[src/hw/rtl/sdspi_pkg.sv]
// ----------------------------------------------------------------------------
// SD SPI host sequencer package
// Shared widths, action and status codes, and the item and result types.
// ----------------------------------------------------------------------------
`default_nettype none

package sdspi_pkg;

  localparam int SectorBytes     = 512;
  localparam int DummyClockBytes = 10;

  localparam int ActionW = 2;
  localparam int AddrW   = 32;
  localparam int ByteW   = 8;
  localparam int StatusW = 2;
  localparam int LenW    = 10;

  // counter and held length must reach both the sector size and any read length
  localparam int CntW = ($clog2(SectorBytes + 1) > LenW) ? $clog2(SectorBytes + 1) : LenW;

  localparam logic [ActionW-1:0] ActExchange = 2'd0;
  localparam logic [ActionW-1:0] ActInit     = 2'd1;
  localparam logic [ActionW-1:0] ActWrite    = 2'd2;
  localparam logic [ActionW-1:0] ActRead     = 2'd3;

  localparam logic [StatusW-1:0] StatusOk         = 2'd0;
  localparam logic [StatusW-1:0] StatusIdleFail   = 2'd1;
  localparam logic [StatusW-1:0] StatusCmdReject  = 2'd2;
  localparam logic [StatusW-1:0] StatusDataReject = 2'd3;

  localparam logic [LenW-1:0] ReadLenReset = 10'd512;

  typedef struct packed {
    logic [ActionW-1:0] action;
    logic [AddrW-1:0]   block_address;
    logic [ByteW-1:0]   rx_byte;
    logic [ByteW-1:0]   write_byte;
  } in_item_t;

  typedef struct packed {
    logic [ByteW-1:0]   tx_byte;
    logic               tx_valid;
    logic               card_select;
    logic [ByteW-1:0]   read_byte;
    logic               read_valid;
    logic               data_request;
    logic               done_res;
    logic [StatusW-1:0] status;
    logic [ByteW-1:0]   response_byte;
  } result_t;

endpackage

`default_nettype wire

[src/hw/rtl/sdspi_if.sv]
// ----------------------------------------------------------------------------
// SD SPI host sequencer channels
// Input item, result and configuration channels with valid/ready handshake.
// ----------------------------------------------------------------------------
`default_nettype none

interface sdspi_in_if;
  logic                          valid;
  logic                          ready;
  logic [sdspi_pkg::ActionW-1:0] action;
  logic [sdspi_pkg::AddrW-1:0]   block_address;
  logic [sdspi_pkg::ByteW-1:0]   rx_byte;
  logic [sdspi_pkg::ByteW-1:0]   write_byte;

  modport source (output valid, action, block_address, rx_byte, write_byte, input ready);
  modport sink   (input valid, action, block_address, rx_byte, write_byte, output ready);
endinterface

interface sdspi_out_if;
  logic                          valid;
  logic                          ready;
  logic [sdspi_pkg::ByteW-1:0]   tx_byte;
  logic                          tx_valid;
  logic                          card_select;
  logic [sdspi_pkg::ByteW-1:0]   read_byte;
  logic                          read_valid;
  logic                          data_request;
  logic                          done_res;
  logic [sdspi_pkg::StatusW-1:0] status;
  logic [sdspi_pkg::ByteW-1:0]   response_byte;

  modport source (output valid, tx_byte, tx_valid, card_select, read_byte, read_valid,
                  data_request, done_res, status, response_byte, input ready);
  modport sink   (input valid, tx_byte, tx_valid, card_select, read_byte, read_valid,
                  data_request, done_res, status, response_byte, output ready);
endinterface

interface sdspi_cfg_if;
  logic                       valid;
  logic                       ready;
  logic [sdspi_pkg::LenW-1:0] data;

  modport source (output valid, data, input ready);
  modport sink   (input valid, data, output ready);
endinterface

`default_nettype wire

[src/hw/rtl/sd_spi_host_sequencer.sv]
// ----------------------------------------------------------------------------
// SD card SPI-mode host sequencer
// Runs card init, single-sector write and block read, one byte exchange per item.
// ----------------------------------------------------------------------------
// An input transfer passes the input register, then the result register, to result valid.
// One item per cycle while out_ch is ready; the result register refills while it is taken.
// The sequencer core's state update and frame mux form the path between the two registers.
// Reset: sequencer idle, card deselected, read block length 512, both stages empty.
`default_nettype none

module sd_spi_host_sequencer (
  input  wire logic  clk_i,
  input  wire logic  rst_ni,
  sdspi_in_if.sink   in_ch,
  sdspi_out_if.source out_ch,
  sdspi_cfg_if.sink  cfg_ch
);
  import sdspi_pkg::*;

  logic            s1_vld;
  in_item_t        s1_item;
  logic            adv;
  result_t         res;
  result_t         out_q;
  logic            out_vld_q, out_vld_d;
  logic [LenW-1:0] read_len_q;

  assign adv = s1_vld && (!out_vld_q || out_ch.ready);

  sdspi_in_stage u_in_stage (
    .clk_i   (clk_i),
    .rst_ni  (rst_ni),
    .in_ch   (in_ch),
    .adv_i   (adv),
    .item_o  (s1_item),
    .valid_o (s1_vld)
  );

  sdspi_seq_core u_core (
    .clk_i      (clk_i),
    .rst_ni     (rst_ni),
    .item_i     (s1_item),
    .fire_i     (adv),
    .read_len_i (read_len_q),
    .res_o      (res)
  );

  assign cfg_ch.ready = 1'b1;

  always_comb begin
    out_vld_d = out_vld_q;
    if (adv) begin
      out_vld_d = 1'b1;
    end else if (out_ch.ready) begin
      out_vld_d = 1'b0;
    end
  end

  always_ff @(posedge clk_i or negedge rst_ni) begin
    if (!rst_ni) begin
      out_vld_q  <= 1'b0;
      read_len_q <= ReadLenReset;
    end else begin
      out_vld_q <= out_vld_d;
      if (cfg_ch.valid) begin
        read_len_q <= cfg_ch.data;
      end
    end
  end

  always_ff @(posedge clk_i) begin
    if (adv) begin
      out_q <= res;
    end
  end

  assign out_ch.valid         = out_vld_q;
  assign out_ch.tx_byte       = out_q.tx_byte;
  assign out_ch.tx_valid      = out_q.tx_valid;
  assign out_ch.card_select   = out_q.card_select;
  assign out_ch.read_byte     = out_q.read_byte;
  assign out_ch.read_valid    = out_q.read_valid;
  assign out_ch.data_request  = out_q.data_request;
  assign out_ch.done_res      = out_q.done_res;
  assign out_ch.status        = out_q.status;
  assign out_ch.response_byte = out_q.response_byte;

  a_adv_fills_out: assert property (@(posedge clk_i) disable iff (!rst_ni)
    adv |=> out_vld_q)
    else $error("result register not loaded after advance");

  a_no_adv_empty: assert property (@(posedge clk_i) disable iff (!rst_ni)
    adv |-> s1_vld)
    else $error("advance from an empty input stage");

  a_stall_holds: assert property (@(posedge clk_i) disable iff (!rst_ni)
    out_vld_q && !out_ch.ready |=> out_vld_q && $stable(out_q))
    else $error("pending result changed while stalled");

endmodule

`default_nettype wire

[src/hw/rtl/sdspi_in_stage.sv]
// ----------------------------------------------------------------------------
// SD SPI input stage
// Registers one accepted item; refills in the cycle the held item moves on.
// ----------------------------------------------------------------------------
`default_nettype none

module sdspi_in_stage (
  input  wire logic            clk_i,
  input  wire logic            rst_ni,
  sdspi_in_if.sink             in_ch,
  input  wire logic            adv_i,
  output sdspi_pkg::in_item_t  item_o,
  output logic                 valid_o
);
  import sdspi_pkg::*;

  logic     vld_q, vld_d;
  in_item_t item_q;
  logic     take;

  assign in_ch.ready = !vld_q || adv_i;
  assign take        = in_ch.valid && in_ch.ready;

  always_comb begin
    vld_d = vld_q;
    if (take) begin
      vld_d = 1'b1;
    end else if (adv_i) begin
      vld_d = 1'b0;
    end
  end

  always_ff @(posedge clk_i or negedge rst_ni) begin
    if (!rst_ni) begin
      vld_q <= 1'b0;
    end else begin
      vld_q <= vld_d;
    end
  end

  always_ff @(posedge clk_i) begin
    if (take) begin
      item_q <= '{action:        in_ch.action,
                  block_address: in_ch.block_address,
                  rx_byte:       in_ch.rx_byte,
                  write_byte:    in_ch.write_byte};
    end
  end

  assign item_o  = item_q;
  assign valid_o = vld_q;

endmodule

`default_nettype wire

[src/hw/rtl/sdspi_seq_core.sv]
// ----------------------------------------------------------------------------
// SD SPI sequencer core
// Transaction state and the per-transfer next-state and result logic.
// ----------------------------------------------------------------------------
`default_nettype none

module sdspi_seq_core (
  input  wire logic                  clk_i,
  input  wire logic                  rst_ni,
  input  wire sdspi_pkg::in_item_t   item_i,
  input  wire logic                  fire_i,
  input  wire logic [sdspi_pkg::LenW-1:0] read_len_i,
  output sdspi_pkg::result_t         res_o
);
  import sdspi_pkg::*;

  localparam logic [3:0] StIdle   = 4'd0;
  localparam logic [3:0] StDummy  = 4'd1;
  localparam logic [3:0] StCmd    = 4'd2;
  localparam logic [3:0] StWGap   = 4'd3;
  localparam logic [3:0] StWToken = 4'd4;
  localparam logic [3:0] StWData  = 4'd5;
  localparam logic [3:0] StWCrc   = 4'd6;
  localparam logic [3:0] StWResp  = 4'd7;
  localparam logic [3:0] StWBusy  = 4'd8;
  localparam logic [3:0] StRWait  = 4'd9;
  localparam logic [3:0] StRData  = 4'd10;
  localparam logic [3:0] StRCrc   = 4'd11;

  localparam logic [5:0] CmdGoIdle  = 6'd0;
  localparam logic [5:0] CmdOpCond  = 6'd1;
  localparam logic [5:0] CmdSetBlen = 6'd16;
  localparam logic [5:0] CmdRead    = 6'd17;
  localparam logic [5:0] CmdWrite   = 6'd24;
  localparam logic [5:0] CmdCrcOff  = 6'd59;

  localparam logic [3:0] FrameLast = 4'd8;

  localparam logic [ByteW-1:0] ByteIdle  = 8'hFF;
  localparam logic [ByteW-1:0] ByteToken = 8'hFE;
  localparam logic [ByteW-1:0] ByteCrc   = 8'h95;
  localparam logic [ByteW-1:0] CmdPrefix = 8'h40;
  localparam logic [ByteW-1:0] R1Idle    = 8'h01;
  localparam logic [ByteW-1:0] R1Ready   = 8'h00;
  localparam logic [4:0]       RespMask  = 5'h1F;
  localparam logic [4:0]       RespOk    = 5'h05;

  logic [3:0]       step_q, step_d;
  logic [1:0]       op_q, op_d;
  logic [3:0]       pos_q, pos_d;
  logic [CntW-1:0]  cnt_q, cnt_d;
  logic [AddrW-1:0] arg_q, arg_d;
  logic [5:0]       idx_q, idx_d;
  logic             sel_q, sel_d;
  logic [AddrW-1:0] haddr_q, haddr_d;
  logic [CntW-1:0]  hlen_q, hlen_d;

  logic [CntW-1:0]  cnt_inc;
  result_t          res;

  function automatic logic [ByteW-1:0] frame_byte(input logic [3:0]       pos,
                                                  input logic [5:0]       idx,
                                                  input logic [AddrW-1:0] arg);
    logic [ByteW-1:0] b;
    unique case (pos)
      4'd1:    b = CmdPrefix | {2'b00, idx};
      4'd2:    b = arg[31:24];
      4'd3:    b = arg[23:16];
      4'd4:    b = arg[15:8];
      4'd5:    b = arg[7:0];
      4'd6:    b = ByteCrc;
      default: b = ByteIdle;
    endcase
    return b;
  endfunction

  assign cnt_inc = cnt_q + 1'b1;

  always_comb begin
    step_d  = step_q;
    op_d    = op_q;
    pos_d   = pos_q;
    cnt_d   = cnt_q;
    arg_d   = arg_q;
    idx_d   = idx_q;
    sel_d   = sel_q;
    haddr_d = haddr_q;
    hlen_d  = hlen_q;
    res     = '0;

    if (item_i.action != ActExchange) begin
      op_d  = item_i.action;
      cnt_d = '0;
      pos_d = '0;
      if (item_i.action == ActInit) begin
        sel_d  = 1'b0;
        step_d = StDummy;
      end else begin
        sel_d = 1'b1;
        if (item_i.action == ActWrite) begin
          hlen_d  = CntW'(SectorBytes);
          haddr_d = item_i.block_address * AddrW'(SectorBytes);
        end else begin
          hlen_d  = CntW'(read_len_i);
          haddr_d = item_i.block_address * AddrW'(read_len_i);
        end
        step_d = StCmd;
        idx_d  = CmdSetBlen;
        arg_d  = AddrW'(hlen_d);
      end
    end else begin
      unique case (step_q)
        StDummy: begin
          cnt_d = cnt_inc;
          if (cnt_inc >= CntW'(DummyClockBytes)) begin
            sel_d  = 1'b1;
            step_d = StCmd;
            pos_d  = '0;
            idx_d  = CmdGoIdle;
            arg_d  = '0;
          end
        end
        StCmd: begin
          if (pos_q < FrameLast) begin
            pos_d = pos_q + 1'b1;
          end else begin
            // frame done: rx_byte is the R1
            pos_d = '0;
            unique case (idx_q)
              CmdGoIdle: begin
                if (item_i.rx_byte != R1Idle) begin
                  step_d            = StIdle;
                  res.done_res      = 1'b1;
                  res.status        = StatusIdleFail;
                  res.response_byte = item_i.rx_byte;
                end else begin
                  idx_d = CmdOpCond;
                  arg_d = '0;
                end
              end
              CmdOpCond: begin
                idx_d = (item_i.rx_byte != R1Ready) ? CmdOpCond : CmdCrcOff;
                arg_d = '0;
              end
              CmdCrcOff: begin
                idx_d = CmdSetBlen;
                arg_d = AddrW'(SectorBytes);
              end
              CmdSetBlen: begin
                if (op_q == ActWrite) begin
                  idx_d = CmdWrite;
                  arg_d = haddr_q;
                end else if (op_q == ActRead) begin
                  idx_d = CmdRead;
                  arg_d = haddr_q;
                end else begin
                  step_d       = StIdle;
                  res.done_res = 1'b1;
                end
              end
              CmdWrite: begin
                if (item_i.rx_byte != R1Ready) begin
                  step_d            = StIdle;
                  res.done_res      = 1'b1;
                  res.status        = StatusCmdReject;
                  res.response_byte = item_i.rx_byte;
                end else begin
                  step_d = StWGap;
                  cnt_d  = '0;
                end
              end
              default: begin
                step_d = StRWait;
                cnt_d  = '0;
              end
            endcase
          end
        end
        StWGap: begin
          cnt_d = cnt_inc;
          if (cnt_inc >= CntW'(2)) begin
            step_d = StWToken;
          end
        end
        StWToken: begin
          step_d = StWData;
          cnt_d  = '0;
        end
        StWData: begin
          cnt_d = cnt_inc;
          if (cnt_inc >= CntW'(SectorBytes)) begin
            step_d = StWCrc;
            cnt_d  = '0;
          end
        end
        StWCrc: begin
          cnt_d = cnt_inc;
          if (cnt_inc >= CntW'(2)) begin
            step_d = StWResp;
          end
        end
        StWResp: begin
          if ((item_i.rx_byte[4:0] & RespMask) != RespOk) begin
            step_d            = StIdle;
            res.done_res      = 1'b1;
            res.status        = StatusDataReject;
            res.response_byte = item_i.rx_byte;
          end else begin
            step_d = StWBusy;
          end
        end
        StWBusy: begin
          if (item_i.rx_byte == ByteIdle) begin
            step_d       = StIdle;
            res.done_res = 1'b1;
          end
        end
        StRWait: begin
          if (item_i.rx_byte == ByteToken) begin
            cnt_d  = '0;
            step_d = (hlen_q == '0) ? StRCrc : StRData;
          end
        end
        StRData: begin
          res.read_byte  = item_i.rx_byte;
          res.read_valid = 1'b1;
          cnt_d          = cnt_inc;
          if (cnt_inc >= hlen_q) begin
            step_d = StRCrc;
            cnt_d  = '0;
          end
        end
        StRCrc: begin
          cnt_d = cnt_inc;
          if (cnt_inc >= CntW'(2)) begin
            step_d       = StIdle;
            res.done_res = 1'b1;
          end
        end
        default: begin
        end
      endcase
    end

    res.card_select = sel_d;
    if (step_d != StIdle) begin
      res.tx_valid = 1'b1;
      unique case (step_d)
        StCmd:    res.tx_byte = frame_byte(pos_d, idx_d, arg_d);
        StWToken: begin
          res.tx_byte      = ByteToken;
          res.data_request = 1'b1;
        end
        StWData: begin
          res.tx_byte      = item_i.write_byte;
          res.data_request = ({1'b0, cnt_d} + 1'b1) < (CntW + 1)'(SectorBytes);
        end
        default:  res.tx_byte = ByteIdle;
      endcase
    end
  end

  always_ff @(posedge clk_i or negedge rst_ni) begin
    if (!rst_ni) begin
      step_q  <= StIdle;
      op_q    <= '0;
      pos_q   <= '0;
      cnt_q   <= '0;
      arg_q   <= '0;
      idx_q   <= '0;
      sel_q   <= 1'b0;
      haddr_q <= '0;
      hlen_q  <= '0;
    end else if (fire_i) begin
      step_q  <= step_d;
      op_q    <= op_d;
      pos_q   <= pos_d;
      cnt_q   <= cnt_d;
      arg_q   <= arg_d;
      idx_q   <= idx_d;
      sel_q   <= sel_d;
      haddr_q <= haddr_d;
      hlen_q  <= hlen_d;
    end
  end

  assign res_o = res;

  a_done_goes_idle: assert property (@(posedge clk_i) disable iff (!rst_ni)
    fire_i && res.done_res |=> step_q == StIdle)
    else $error("transaction end did not return to idle");

  a_dreq_selected: assert property (@(posedge clk_i) disable iff (!rst_ni)
    fire_i && res.data_request |-> res.tx_valid && res.card_select)
    else $error("data request without a selected exchange");

  a_read_data_op: assert property (@(posedge clk_i) disable iff (!rst_ni)
    fire_i && res.read_valid |-> op_q == ActRead)
    else $error("read data outside a block read");

  a_state_holds: assert property (@(posedge clk_i) disable iff (!rst_ni)
    !fire_i |=> $stable(step_q) && $stable(cnt_q) && $stable(pos_q))
    else $error("sequencer state moved without a transfer");

endmodule

`default_nettype wire

[src/flat_wrapper.sv]
// flat-port wrapper written by rule: the top's interface ports become plain ports
module sd_spi_host_sequencer_flat import sdspi_pkg::*;
  (clk_i, rst_ni, in_ch_valid, in_ch_action, in_ch_block_address, in_ch_rx_byte, in_ch_write_byte, in_ch_ready, out_ch_valid, out_ch_tx_byte, out_ch_tx_valid, out_ch_card_select, out_ch_read_byte, out_ch_read_valid, out_ch_data_request, out_ch_done_res, out_ch_status, out_ch_response_byte, out_ch_ready, cfg_ch_valid, cfg_ch_data, cfg_ch_ready);
  sdspi_in_if in_ch_i ();
  sdspi_out_if out_ch_i ();
  sdspi_cfg_if cfg_ch_i ();
  input  wire logic clk_i;
  input  wire logic rst_ni;
  input wire logic [$bits(in_ch_i.valid)-1:0] in_ch_valid;
  input wire logic [$bits(in_ch_i.action)-1:0] in_ch_action;
  input wire logic [$bits(in_ch_i.block_address)-1:0] in_ch_block_address;
  input wire logic [$bits(in_ch_i.rx_byte)-1:0] in_ch_rx_byte;
  input wire logic [$bits(in_ch_i.write_byte)-1:0] in_ch_write_byte;
  output wire logic [$bits(in_ch_i.ready)-1:0] in_ch_ready;
  output wire logic [$bits(out_ch_i.valid)-1:0] out_ch_valid;
  output wire logic [$bits(out_ch_i.tx_byte)-1:0] out_ch_tx_byte;
  output wire logic [$bits(out_ch_i.tx_valid)-1:0] out_ch_tx_valid;
  output wire logic [$bits(out_ch_i.card_select)-1:0] out_ch_card_select;
  output wire logic [$bits(out_ch_i.read_byte)-1:0] out_ch_read_byte;
  output wire logic [$bits(out_ch_i.read_valid)-1:0] out_ch_read_valid;
  output wire logic [$bits(out_ch_i.data_request)-1:0] out_ch_data_request;
  output wire logic [$bits(out_ch_i.done_res)-1:0] out_ch_done_res;
  output wire logic [$bits(out_ch_i.status)-1:0] out_ch_status;
  output wire logic [$bits(out_ch_i.response_byte)-1:0] out_ch_response_byte;
  input wire logic [$bits(out_ch_i.ready)-1:0] out_ch_ready;
  input wire logic [$bits(cfg_ch_i.valid)-1:0] cfg_ch_valid;
  input wire logic [$bits(cfg_ch_i.data)-1:0] cfg_ch_data;
  output wire logic [$bits(cfg_ch_i.ready)-1:0] cfg_ch_ready;
  assign in_ch_i.valid = in_ch_valid;
  assign in_ch_i.action = in_ch_action;
  assign in_ch_i.block_address = in_ch_block_address;
  assign in_ch_i.rx_byte = in_ch_rx_byte;
  assign in_ch_i.write_byte = in_ch_write_byte;
  assign in_ch_ready = in_ch_i.ready;
  assign out_ch_valid = out_ch_i.valid;
  assign out_ch_tx_byte = out_ch_i.tx_byte;
  assign out_ch_tx_valid = out_ch_i.tx_valid;
  assign out_ch_card_select = out_ch_i.card_select;
  assign out_ch_read_byte = out_ch_i.read_byte;
  assign out_ch_read_valid = out_ch_i.read_valid;
  assign out_ch_data_request = out_ch_i.data_request;
  assign out_ch_done_res = out_ch_i.done_res;
  assign out_ch_status = out_ch_i.status;
  assign out_ch_response_byte = out_ch_i.response_byte;
  assign out_ch_i.ready = out_ch_ready;
  assign cfg_ch_i.valid = cfg_ch_valid;
  assign cfg_ch_i.data = cfg_ch_data;
  assign cfg_ch_ready = cfg_ch_i.ready;
  sd_spi_host_sequencer u_core (.clk_i(clk_i), .rst_ni(rst_ni), .in_ch(in_ch_i), .out_ch(out_ch_i), .cfg_ch(cfg_ch_i));
endmodule
[config.mk]
export PLATFORM = sky130hd
export DESIGN_NAME = sd_spi_host_sequencer_flat
export DESIGN_NICKNAME = d
export VERILOG_FILES = /design/src/hw/rtl/sdspi_pkg.sv /design/src/hw/rtl/sdspi_if.sv /design/src/hw/rtl/sd_spi_host_sequencer.sv /design/src/hw/rtl/sdspi_in_stage.sv /design/src/hw/rtl/sdspi_seq_core.sv /design/src/flat_wrapper.sv
export SDC_FILE = /design/constraint.sdc
export NUM_CORES = 1
export LEC_CHECK = 0
export BUFFER_PORTS_ARGS = -buffer_cell sky130_fd_sc_hd__buf_2
export CELL_PAD_IN_SITES_DETAIL_PLACEMENT = 0
export CELL_PAD_IN_SITES_GLOBAL_PLACEMENT = 2
export CORE_MARGIN = 2
export CORE_UTILIZATION = 41
export DETAILED_ROUTE_END_ITERATION = 10
export PLACE_DENSITY = 0.95
export SLEW_MARGIN = 20
export SYNTH_ARGS = -nofsm -noshare
export SYNTH_HDL_FRONTEND = slang
export SYNTH_HIERARCHICAL = 1
export SYNTH_SLANG_ARGS = --single-unit
[constraint.sdc]
create_clock -name clk_i -period 6.25 [get_ports clk_i]
set_input_delay 0.625 -clock clk_i [delete_from_list [all_inputs] [get_ports clk_i]]
set_output_delay 0.625 -clock clk_i [all_outputs]
set_load 0.005 [all_outputs]
Yosys cells after proc, flatten, opt, wreduce, memory -nomap -nowiden
Index checks and enable logic that the tools add are counted.
{"block": "totals", "register_bits": 194, "word_cells": 165}
{"block": "classes", "add_sub_neg": 3, "mul": 1, "order_cmp": 6, "eq_ne": 32, "mux": 77, "bitwise_logic": 2, "reduce_logical": 19}
{"cell": "$mux W32", "count": 8}
{"cell": "$pmux W32 S4", "count": 1}
{"cell": "$mux W10", "count": 7}
{"cell": "$mux W4", "count": 17}
{"cell": "$pmux W32 S2", "count": 1}
{"cell": "$pmux W10 S2", "count": 3}
{"cell": "$pmux W10 S6", "count": 1}
{"cell": "$mux W6", "count": 8}
{"cell": "$pmux W8 S6", "count": 1}
{"cell": "$mux W11", "count": 4}
{"cell": "$pmux W4 S11", "count": 1}
{"cell": "$eq A4 B3 Y1 const B", "count": 9}
{"cell": "$mul A32 B10 Y32", "count": 1}
{"cell": "$pmux W6 S4", "count": 1}
{"cell": "$pmux W8 S3", "count": 1}
{"cell": "$eq A4 B2 Y1 const B", "count": 5}
{"cell": "$eq A4 B4 Y1 const B", "count": 4}
{"cell": "$eq A8 B8 Y1 const B", "count": 2}
{"cell": "$pmux W4 S4", "count": 1}
{"cell": "$mux W1", "count": 15}
{"cell": "$eq A6 B5 Y1 const B", "count": 2}
{"cell": "$pmux W6 S2", "count": 1}
{"cell": "$add A10 B1 Y11 const B", "count": 1}
{"cell": "$lt A11 B10 Y1 const B", "count": 1}
{"cell": "other kinds (32)", "count": 44}

Logic depth before layout (Yosys ltp)
Gate-level depths: netlist (run 1).
{"block": "depth", "depth_word": 9, "ltp_mapped": 25, "ltp_nobuf": 23}

Cells and area by module
The synthesis (run 1) kept the hierarchy.
{"module": "sdspi_seq_core", "instances": 1, "cells_per_inst": 1790, "area_per_inst_um2": 15021.9, "seq_area_each_um2": 2527.4}
{"module": "sdspi_in_stage", "instances": 1, "cells_per_inst": 54, "area_per_inst_um2": 1555.2, "seq_area_each_um2": 1526.5}
{"module": "sd_spi_host_sequencer", "instances": 1, "cells_per_inst": 58, "area_per_inst_um2": 1398.8, "seq_area_each_um2": 1207.4}

Worst setup path before layout (run 1)
No wires, ideal clock.
{"block": "synth_path", "path_kind": "register to register", "from": "reg u_core.read_len_q[1]", "to": "reg u_core.u_core.haddr_q[31]", "t_arrival_ns": 5.670, "required_time_ns": 6.170, "slack_ns": 0.501, "stages_incl_launch_ff": 24, "path_buffers": 2, "synth_period_minus_slack_ns": 5.749, "cell_sequence": "dfrtp_1 > clkbuf_1 > clkbuf_1 > nand2_1 > fa_1 > inv_1 > fa_1 > inv_1 > fa_1 > fa_1 > inv_1 > fa_1 > ha_1 > or3_1 > nor3_1 > o21ai_0 > a31oi_1 > a21o_1 > o311ai_0 > a21oi_1 > o21ai_0 > a21oi_1 > xnor2_1 > a2bb2oi_1"}
{"block": "synth_via", "elab_chain_cells": 2}
{"item": "start, declared", "line_no": "sd_spi_host_sequencer.sv:26", "source": "logic [LenW-1:0] read_len_q;"}
{"item": "start signal, assigned", "line_no": "sd_spi_host_sequencer.sv:62", "source": "read_len_q <= ReadLenReset;"}
{"item": "start signal, assigned", "line_no": "sd_spi_host_sequencer.sv:66", "source": "read_len_q <= cfg_ch.data;"}
{"item": "$mul A32 B10 Y32", "line_no": "sdspi_seq_core.sv:105", "source": "haddr_d = item_i.block_address * AddrW'(read_len_i);"}
{"item": "$mux W32", "line_no": "sdspi_seq_core.sv:100", "source": "if (item_i.action == ActWrite) begin"}
{"item": "end signal, assigned", "line_no": "sdspi_seq_core.sv:282", "source": "haddr_q <= haddr_d;"}
{"item": "end, declared", "line_no": "sdspi_seq_core.sv:55", "source": "logic [AddrW-1:0] haddr_q, haddr_d;"}
No other way between the ends.
A chain may end at the register's enable or synchronous reset.

Worst setup path in the final report (run 1)
{"block": "layout_path", "from": "reg u_core.read_len_q[3]", "to": "reg u_core.u_core.haddr_q[31]"}
The elaborated chain is that of the path after synthesis.

==> results, run 1 <==
- The slowest stage of the critical path belongs to the cell fa_1.
- The total I/O pin count is 99.
- Together, buffers and inverters on the worst path number 4.
- The part of the Yosys area used for sequential elements is 0.293.
- The relative contribution of sequential cells to total power is 0.169.
- The global-route wire length before repair is 79.6 mm.
- The CTS sink count is about 190.
- The net count of the finished layout is 2270.
- On the worst path, the slowest cell contributes a delay of 0.51 ns.
- The maximum number of pins on one net before global-route repair is 75.
- The area of the mapped netlist is roughly 18000 sq um.
- The maximum operating frequency is 170 MHz.
- In the final layout, the share of cells above drive strength 1 is 0.124.
- Measured on the finished design, the core utilization comes to 0.457.
- In this run the clock root is driven by a clkbuf_16.
- STA puts the critical path data required time at about 6.7 ns.
- Yosys mapped the design onto 101 distinct sky130hd cell types.
- The congestion estimate from routability-driven global placement came to 0.910.
- The power per cell area is 542 nW/um^2.
- The dominant synthesized flop cell is dfrtp_1.
- The number of buffers between clock root and the deepest sink is 2.
- The combined area of the multi-input logic cells is 11300 sq um.
- The critical path is of the reg -> reg type.
- Input and output buffers added on the ports amount to 97.
- Total power for the finished layout comes to 10.7 mW.
- After detailed routing, the number of remaining DRC violations is 0.
- TritonCTS built the clock tree.
- The post-synthesis async set-or-reset flop share is 0.582.
- The mean cell area of the mapped netlist is around 9.5 sq um.
- The leakage power summed over all cells is around 8.9 nW.
- After clock tree synthesis, the clock-pin slew on the worst setup and hold paths is 0.09 ns.
- The initial antenna violation count is 0.
- Setup repair after global routing left no endpoint under its margin.
- The starting density of the core is 0.416.
- For the final routed database, the setup TNS stands at 0 ns.
- The maximum vdd drop is 0.000459 V.
- The final-report max-slew violation count is 0.
- Hold repair after CTS inserted 0 buffers.
- The final layout contains routed wiring with a total length of 49.8 mm.
- The starting DRC count in detailed routing is 1082.
- The internal portion of the total power is 5.48 mW.
- The run finished with clean final reports.
- The number of global-route vias before repair is 14413.
- The worst relative slew slack is 0.330.
- The final period demand of the worst path is 5.89 ns.
- Of the total power, the share spent switching nets is 0.488.
- The count of nets left with antenna violations once routing finished came out at 0.
- The top cell family by delay on the critical path is adder cells.
- Compared with the post-synthesis result, the final layout area differs by 9.66%.
- At the later pin of the worst-skew pair, clock insertion delay measures between 0.4 and 0.5 ns.
- The total routing usage reported by global routing is 0.228.
- The worst path arrival time is 6.30 ns.
- The min-delay analysis places its worst path in the category in -> async.
- Of the available clock period, the critical path in the final layout requires 0.942.
- The instance area after placement is ~19000 sq um.
- The endpoint class of the critical path is a flop.
- The category of the worst setup path launch point is a flop.
- Summed over all layers, the global routing overflow is 0.
- The number of iterations in the first detailed-routing pass is 5.
- Across all layers, the routed design uses 14018 vias.
- The total number of yosys warnings is 6.
- The relative contribution of the clock network to total power is 0.108.
- The share of power burned in combinational logic is 0.723.
- The average wire per cell in the routed design is just under 20 microns.
- The number of standard cells in the final layout excluding fillers is about 2500.
- For the pin with the worst max-slew slack, the measured transition is 1.00 ns.
- Once placement completed, the tool counted placed cells totaling between 2000 and 3000.
- Summed over all nets, the half-perimeter wirelength after detailed placement is 37.1 mm.
- The total area inside the core boundary comes to 43200 sq um.
- The total CTS buffers is 17.
- The net switching power is 5.22 mW.
- Across the run, the number of max-cap violations was 0.
- The mean number of vias per cell is 5.50.
- The number of setup violations in the final report is 0.
- The most frequent cell on the critical path is fa_1.
- The layout has between 4000 and 5000 filler cells.
- The number of synthesized flops with an enable pin is slightly above 80.
- The setup slack of the critical path after layout is 0.364 ns.
- The floorplan has 76 rows.
- The tightest hold path in the finished design has a slack of 0.124 ns.
- The number of nets in the synthesized netlist is ~2200.
- The full die area is 45500 sq um.
- The die width is ~210 microns.
- The die height is 213 microns.
- Across the whole layout, storage elements account for about 5300 sq um.
- Timing analysis after detailed placement gives a worst setup slack of 0.0508 ns.
- Once layout is done, the placed cells without fillers occupy 19700 sq um.
- The number of storage elements in the synthesis netlist is just under 200.
- The number of levels in the clock H-tree is 4.
- The clock arrives with 0.0171 ns of skew.
- The repair_antennas step left the layout with diodes totalling 0.
- The cell count after synthesis came out at approximately 1900.
- The final hold violation count was 0.
- Of all nets on the critical path, the largest fanout is 20.
- The critical path goes through buf_4 -> nand2_1 -> fa_1 -> inv_1 -> fa_1 -> fa_1 -> fa_1 -> inv_1 -> fa_1 -> inv_1 -> ha_1 -> a21o_1 -> a21oi_1 -> nor2b_1 -> a221o_1 -> a31oi_1 -> o311ai_1 -> a21oi_2 -> o21ai_0 -> a21oi_1 -> xnor2_1 -> a2bb2oi_1.
[state kept, by name, indices dropped and copies added, names as in the netlist, 2 cells and up]
register and count:
u_core/out_ch.read_byte 8, u_core/out_ch.response_byte 8, u_core/out_ch.status 2, u_core/out_ch.tx_byte 8, u_core/read_len_q 10, u_core/u_core/arg_q 32
u_core/u_core/cnt_q 10, u_core/u_core/haddr_q 32, u_core/u_core/hlen_q 10, u_core/u_core/idx_q 6, u_core/u_core/op_q 2, u_core/u_core/pos_q 4
u_core/u_core/step_q 4, u_core/u_in_stage/item_o 50
[cells in the mapped netlist, types with 20 or more instances]
cell type / number / area [sq um]
xnor2_1: 32 / 280
a21oi_1: 68 / 340
clkbuf_1: 89 / 334
fa_1: 198 / 3960
and2_1: 162 / 1010
a21o_1: 20 / 150
o21ai_0: 75 / 375
nor3_1: 32 / 160
ha_1: 56 / 701
a22o_1: 40 / 350
dfrtp_1: 112 / 2800
nor2_1: 94 / 353
edfxtp_1: 81 / 2430
a22oi_1: 24 / 180
nand2_1: 240 / 901
nand3_1: 28 / 140
inv_1: 236 / 886
[power groups by stage]
| stage | Combinational, mW | Clock, mW | Sequential, mW |
|---|---|---|---|
| floorplan | 6.00 | 0 | 1.66 |
| global route | 8.81 | 1.23 | 1.84 |
| finish | 7.73 | 1.15 | 1.81 |
| detailed placement | 7.66 | 0 | 1.84 |
| CTS | 7.70 | 1.19 | 1.81 |
| global placement | 7.55 | 0 | 1.83 |
[repair_timing]
| action | 4_1_cts | 5_1_grt |
|---|---|---|
| setup endpoints to repair | 0 | 9 |
| resized for setup | 0 | 6 |
| setup buffers | 0 | 7 |
[metal layers]
layer  wire [microns]  global-route usage  up-vias
li1                 -                   -     6439
met1            22000               0.316     7073
met2            23800               0.369      455
met3             2970              0.0373       51
met4             1040              0.0694        0
met5                0                   0        -
[cell families after synthesis]
logic type | share of synthesized area
AO/OA/AOI/OAI | 0.140
XOR/XNOR | 0.0237
buffers and inverters | 0.0773
adder cells (fa/ha/maj) | 0.260
flip-flops | 0.293
AND/OR/NAND/NOR | 0.186
multiplexers | 0.0195
other | 0.000209
[final timing paths]
kind                                         start                           end  slack (ns)  depth (start not counted)
setup / recovery              u_core/read_len_q[3]     u_core/u_core/haddr_q[31]        0.36                         22
hold / removal                              rst_ni        u_core/u_core/cnt_q[3]        0.12                          1
setup reg to reg              u_core/read_len_q[3]     u_core/u_core/haddr_q[31]        0.36                         22
hold reg to reg            u_core/u_core/arg_q[12]       u_core/u_core/arg_q[12]        0.48                          2
max in group asynchronous                   rst_ni       u_core/u_core/hlen_q[4]        4.70                          2
min in group clk_i                 in_ch_action[0]  u_core/u_in_stage/item_o[48]        0.30                          1
[worst reg2reg max path: cells and delay by family, from the launching register on]
family | cells | cell delay (ns)
AO/OA/AOI/OAI | 9 | 1.74
XOR/XNOR | 1 | 0.14
adder cells (fa/ha/maj) | 6 | 2.78
buffers and inverters | 4 | 0.47
flip-flops | 1 | 0.49
AND/OR/NAND/NOR | 2 | 0.20
[cell usage in the layout (no fill, tap or decap), drive strengths merged, types with 11 or more instances in the layout]
master  count
a21o       20
a21oi      68
a22o       40
a22oi      25
a31oi      13
and2      163
buf       144
clkbuf     17
dfrtp     112
edfxtp     81
fa        198
ha         56
inv       245
mux2       18
mux2i      11
nand2     241
nand2b     20
nand3      28
nand4      15
nor2       98
nor2b      12
nor3       34
nor4       15
o21ai      81
o22ai      19
xnor2      32
xor2       14
[final cells by class]
| type | count | share of cell area |
|---|---|---|
| Multi-Input combinational cell | 1355 | 0.576 |
| Sequential cell | 194 | 0.267 |
| Inverter | 239 | 0.0455 |
| Timing Repair Buffer | 144 | 0.0439 |
| Tap cell | 585 | 0.0371 |
| Clock buffer | 17 | 0.0216 |
| Clock inverter | 15 | 0.00920 |
Note: power is estimated with default switching activity, not from simulation.
==> inputs of run 2 (changes only) <==
--- a/config.mk
+++ b/config.mk
@@ -5,13 +5,13 @@
 export SDC_FILE = /design/constraint.sdc
 export NUM_CORES = 1
 export LEC_CHECK = 0
-export BUFFER_PORTS_ARGS = -buffer_cell sky130_fd_sc_hd__buf_2
 export CELL_PAD_IN_SITES_DETAIL_PLACEMENT = 0
 export CELL_PAD_IN_SITES_GLOBAL_PLACEMENT = 2
 export CORE_MARGIN = 2
-export CORE_UTILIZATION = 41
+export CORE_UTILIZATION = 42
 export DETAILED_ROUTE_END_ITERATION = 10
-export PLACE_DENSITY = 0.95
+export DONT_BUFFER_PORTS = 1
+export PLACE_DENSITY = 0.93
 export SLEW_MARGIN = 20
 export SYNTH_ARGS = -nofsm -noshare
 export SYNTH_HDL_FRONTEND = slang
==> results, run 2 (synthesis gave the netlist of run 1 again) <==
- The final-report max-slew violation count is 0 (unchanged).
- TritonCTS built the clock tree.
- The global-route wire length before repair came to 78.1 mm (-1.8%).
- The global placement routability congestion is 0.888 (-2.4%).
- The maximum vdd drop is 0.000432 V (-6.0%).
- The count of antenna diodes in the layout is 0 (unchanged).
- The final hold violation count is 0 (unchanged).
- The most common library cell in the layout ignoring fill and taps is nand2_1.
- The leakage power summed over all cells is 8.51 nW (-4.1%).
- The tightest min-delay check is of the in -> async type.
- The die width came to 211 microns (-1.2%).
- The starting DRC count in detailed routing is 939 (-13%).
- The full die area was 44500 sq um (-2.3%).
- The net switching power is 5.19 mW (-0.47%).
- The start-to-end type of the worst setup path is reg -> reg.
- The relative contribution of sequential cells to total power is 0.171 (+0.002).
- The number of standard cells in the final layout excluding fillers is 2408 (-5.5%).
- The relative contribution of the clock network to total power came to 0.107 (about the same).
- The number of levels in the clock H-tree is 4 (unchanged).
- The internal power is 5.44 mW (-0.71%).
- The biggest fanout along the worst timing path came to 27 (+35%).
- The overall routed net length came to 48.6 mm (-2.5%).
- The worst relative slew slack is 0.361 (+0.0307).
- The number of cell rows is 75 (-1.3%).
- The average wire per cell in the routed design is 20.2 microns (+3.2%).
- The number of iterations in the first detailed-routing pass came to 6 (+1).
- The final global-route overflow total is 0 (unchanged).
- The tree is rooted in a clkbuf_16.
- The number of global-route vias before repair is 13835 (-4.0%).
- The initial antenna violation count was 0 (unchanged).
- The number of flip-flops in the largest register is 50 (unchanged).
- The utilization after layout is 0.456 (about the same).
- The post-detailed-placement half-perimeter wirelength is 35.9 mm (-3.4%).
- STA classifies the critical path startpoint as a flop.
- The worst path arrival time is 6.30 ns (about the same).
- The maximum operating frequency is 170 MHz (-0.20%).
- The core area came to 42100 sq um (-2.4%).
- The switching portion of total power was 0.488 (+0.000610).
- The count of port buffers added during placement is 0 (-100%).
- The number of design rule violations left after detail routing came to 0 (unchanged).
- The total power of the final layout is 10.6 mW (-0.59%).
- The signal on the critical path passes through buf_12 -> nand2_1 -> fa_1 -> inv_1 -> fa_1 -> inv_1 -> fa_1 -> fa_1 -> inv_1 -> fa_1 -> ha_1 -> o21ai_0 -> a21bo_2 -> nor2_1 -> o21ai_0 -> a21boi_0 -> o211ai_1 -> a21oi_1 -> o21ai_0 -> a211oi_1 -> nor3_1 -> o31ai_1.
- The power per cell area is 553 nW/um^2 (+1.9%).
- The total routing usage reported by global routing came to 0.227 (-0.00139).
- The total CTS buffers is 17 (unchanged).
- The data required time of the worst path is 6.65 ns (about the same).
- The total placed cells including tap cells is 2365 (-5.8%).
- The number of violations of the max-capacitance limit came to 0 (unchanged).
- The worst register-to-register path begins at u_core/read_len_q[1].
- The later-pin clock latency in the skew report is 0.50 ns (about the same).
- The number of setup violations in the final report is 0 (unchanged).
- The number of cell instances on the worst register-to-register path is 22 (unchanged).
- The fraction of the cycle the final worst path needs is 0.944 (+0.00188).
- The CTS sink count was 194 (unchanged).
- The share of power burned in combinational logic is 0.721 (-0.002).
- The slowest stage of the critical path is the fa_1 cell.
- The library cells used most frequently in the layout, excluding fill and tap cells, are nand2_1 (239), inv_1 (236), fa_1 (198), and2_1 (161), dfrtp_1 (106).
- The total I/O pin count is 99 (unchanged).
- The transition at the pin with the smallest max-transition slack was 0.959 ns (-0.0461 ns).
- The most frequent cell on the critical path is fa_1.
- The register-to-register setup slack was 0.35 ns (about the same).
- The final-layout setup total negative slack is 0 ns (unchanged).
- The maximum number of pins on one net before global-route repair is 114 (+52%).
- The starting density of the core came to 0.427 (+0.0103).
- The maximum single-stage delay on the critical path is 0.54 ns (+0.03 ns).
- The worst setup path is captured at a flop.
- The setup skew after layout was 0.0216 ns (+0.00451 ns).
- Relative to the synthesized area, the layout overhead comes to 6.93%.
- The number of buffers between clock root and the deepest sink came to 2 (unchanged).
- The net count of the finished layout is 2175 (-4.2%).
- The final period demand of the worst path is 5.90 ns (+0.0117 ns).
- The run finished with clean final reports.
- The share of final-layout standard cells stronger than drive strength 1 was 0.0819 (-0.0424).
- The endpoint of the most critical register-to-register path is u_core/u_core/haddr_q[28].
- The number of vias after detailed routing is 13684 (-2.4%).
- The die height was 211 microns (-1.2%).
- The mean number of vias per cell is 5.68 (+3.3%).
- The antenna violation net count after detailed routing came to 0 (unchanged).
- The CTS clock-pin slew for the worst setup and hold paths is 0.08 ns (about the same).
==> run 2: changes by cell type in the layout (fill, tap and decap cells not counted), sizes merged <==
cell	delta
buf	-95
clkinv	+1
clkinvlp	-1
==> run 2: cell type report <==
| cell class | count | area, sq um |
|---|---|---|
| clock inverters | 15 | 180 |
| flip-flops and latches | 194 | 5280 |
| fillers | 4050 | 22900 |
| well taps | 539 | 674 |
| inverters | 239 | 897 |
| repair buffers | 49 | 417 |
| multi-input cells | 1355 | 11400 |
| clock buffers | 17 | 425 |
==> run 2: power groups by stage <==
| stage | Combinational [mW] | Sequential, mW | Clock [mW] |
|---|---|---|---|
| 4_1_cts | 7.58 | 1.82 | 1.18 |
| 6_report | 7.67 | 1.82 | 1.14 |
| 3_3_place_gp | 7.45 | 1.84 | 0 |
| 2_1_floorplan | 6.00 | 1.66 | 0 |
| 5_1_grt | 8.74 | 1.85 | 1.22 |
| 3_5_place_dp | 7.51 | 1.85 | 0 |
==> run 2: how the worst max path moves through the flow <==
stage	startpoint	cells past startpoint	slack (ns)	to
finish	u_core/read_len_q[1]	22	0.35	u_core/u_core/haddr_q[28]
global route	u_core/read_len_q[1]	22	-0.008	u_core/u_core/haddr_q[31]
CTS	u_core/read_len_q[4]	21	0.0003	u_core/u_core/haddr_q[31]
detailed placement	u_core/read_len_q[5]	21	0.04	u_core/u_core/haddr_q[31]
global placement	u_core/read_len_q[4]	21	0.12	u_core/u_core/haddr_q[31]
floorplan	u_core/read_len_q[1]	23	0.50	u_core/u_core/haddr_q[31]
==> run 2: stage by stage <==
stage | area [sq um] | setup slack (ns) | hold WS, ns
finish | 19200 | 0.352 | 0.0246
global route | 19200 | -0.00774 | 0.0866
CTS | 19100 | 0.000275 | 0.0844
detailed placement | 18500 | 0.0384 | 0.334
global placement | 18500 | 0.116 | 0.333
floorplan | 18000 | 0.501 | 0.329
==> run 2: critical path: cells and delay by family, from the launching register on <==
kind / cells / cell delay (ns)
flip-flops: 1 / 0.39
adder cells (fa/ha/maj): 6 / 2.79
AO/OA/AOI/OAI: 9 / 1.96
buffers and inverters: 4 / 0.36
AND/OR/NAND/NOR: 3 / 0.27
==> run 2: routing by layer <==
layer	up-vias	part of all wire	GRT usage
li1	6261	-	-
met1	6923	0.45	0.315
met2	445	0.48	0.366
met3	55	0.057	0.0384
met4	0	0.016	0.0675
met5	-	0	0
==> run 2: timing repair <==
item,in CTS,in global routing
setup endpoints to repair,1,11
buffers inserted,0,10
pin swaps,0,3
gates resized for setup,1,12
hold buffers,1,0
endpoints found under the hold margin,113,0
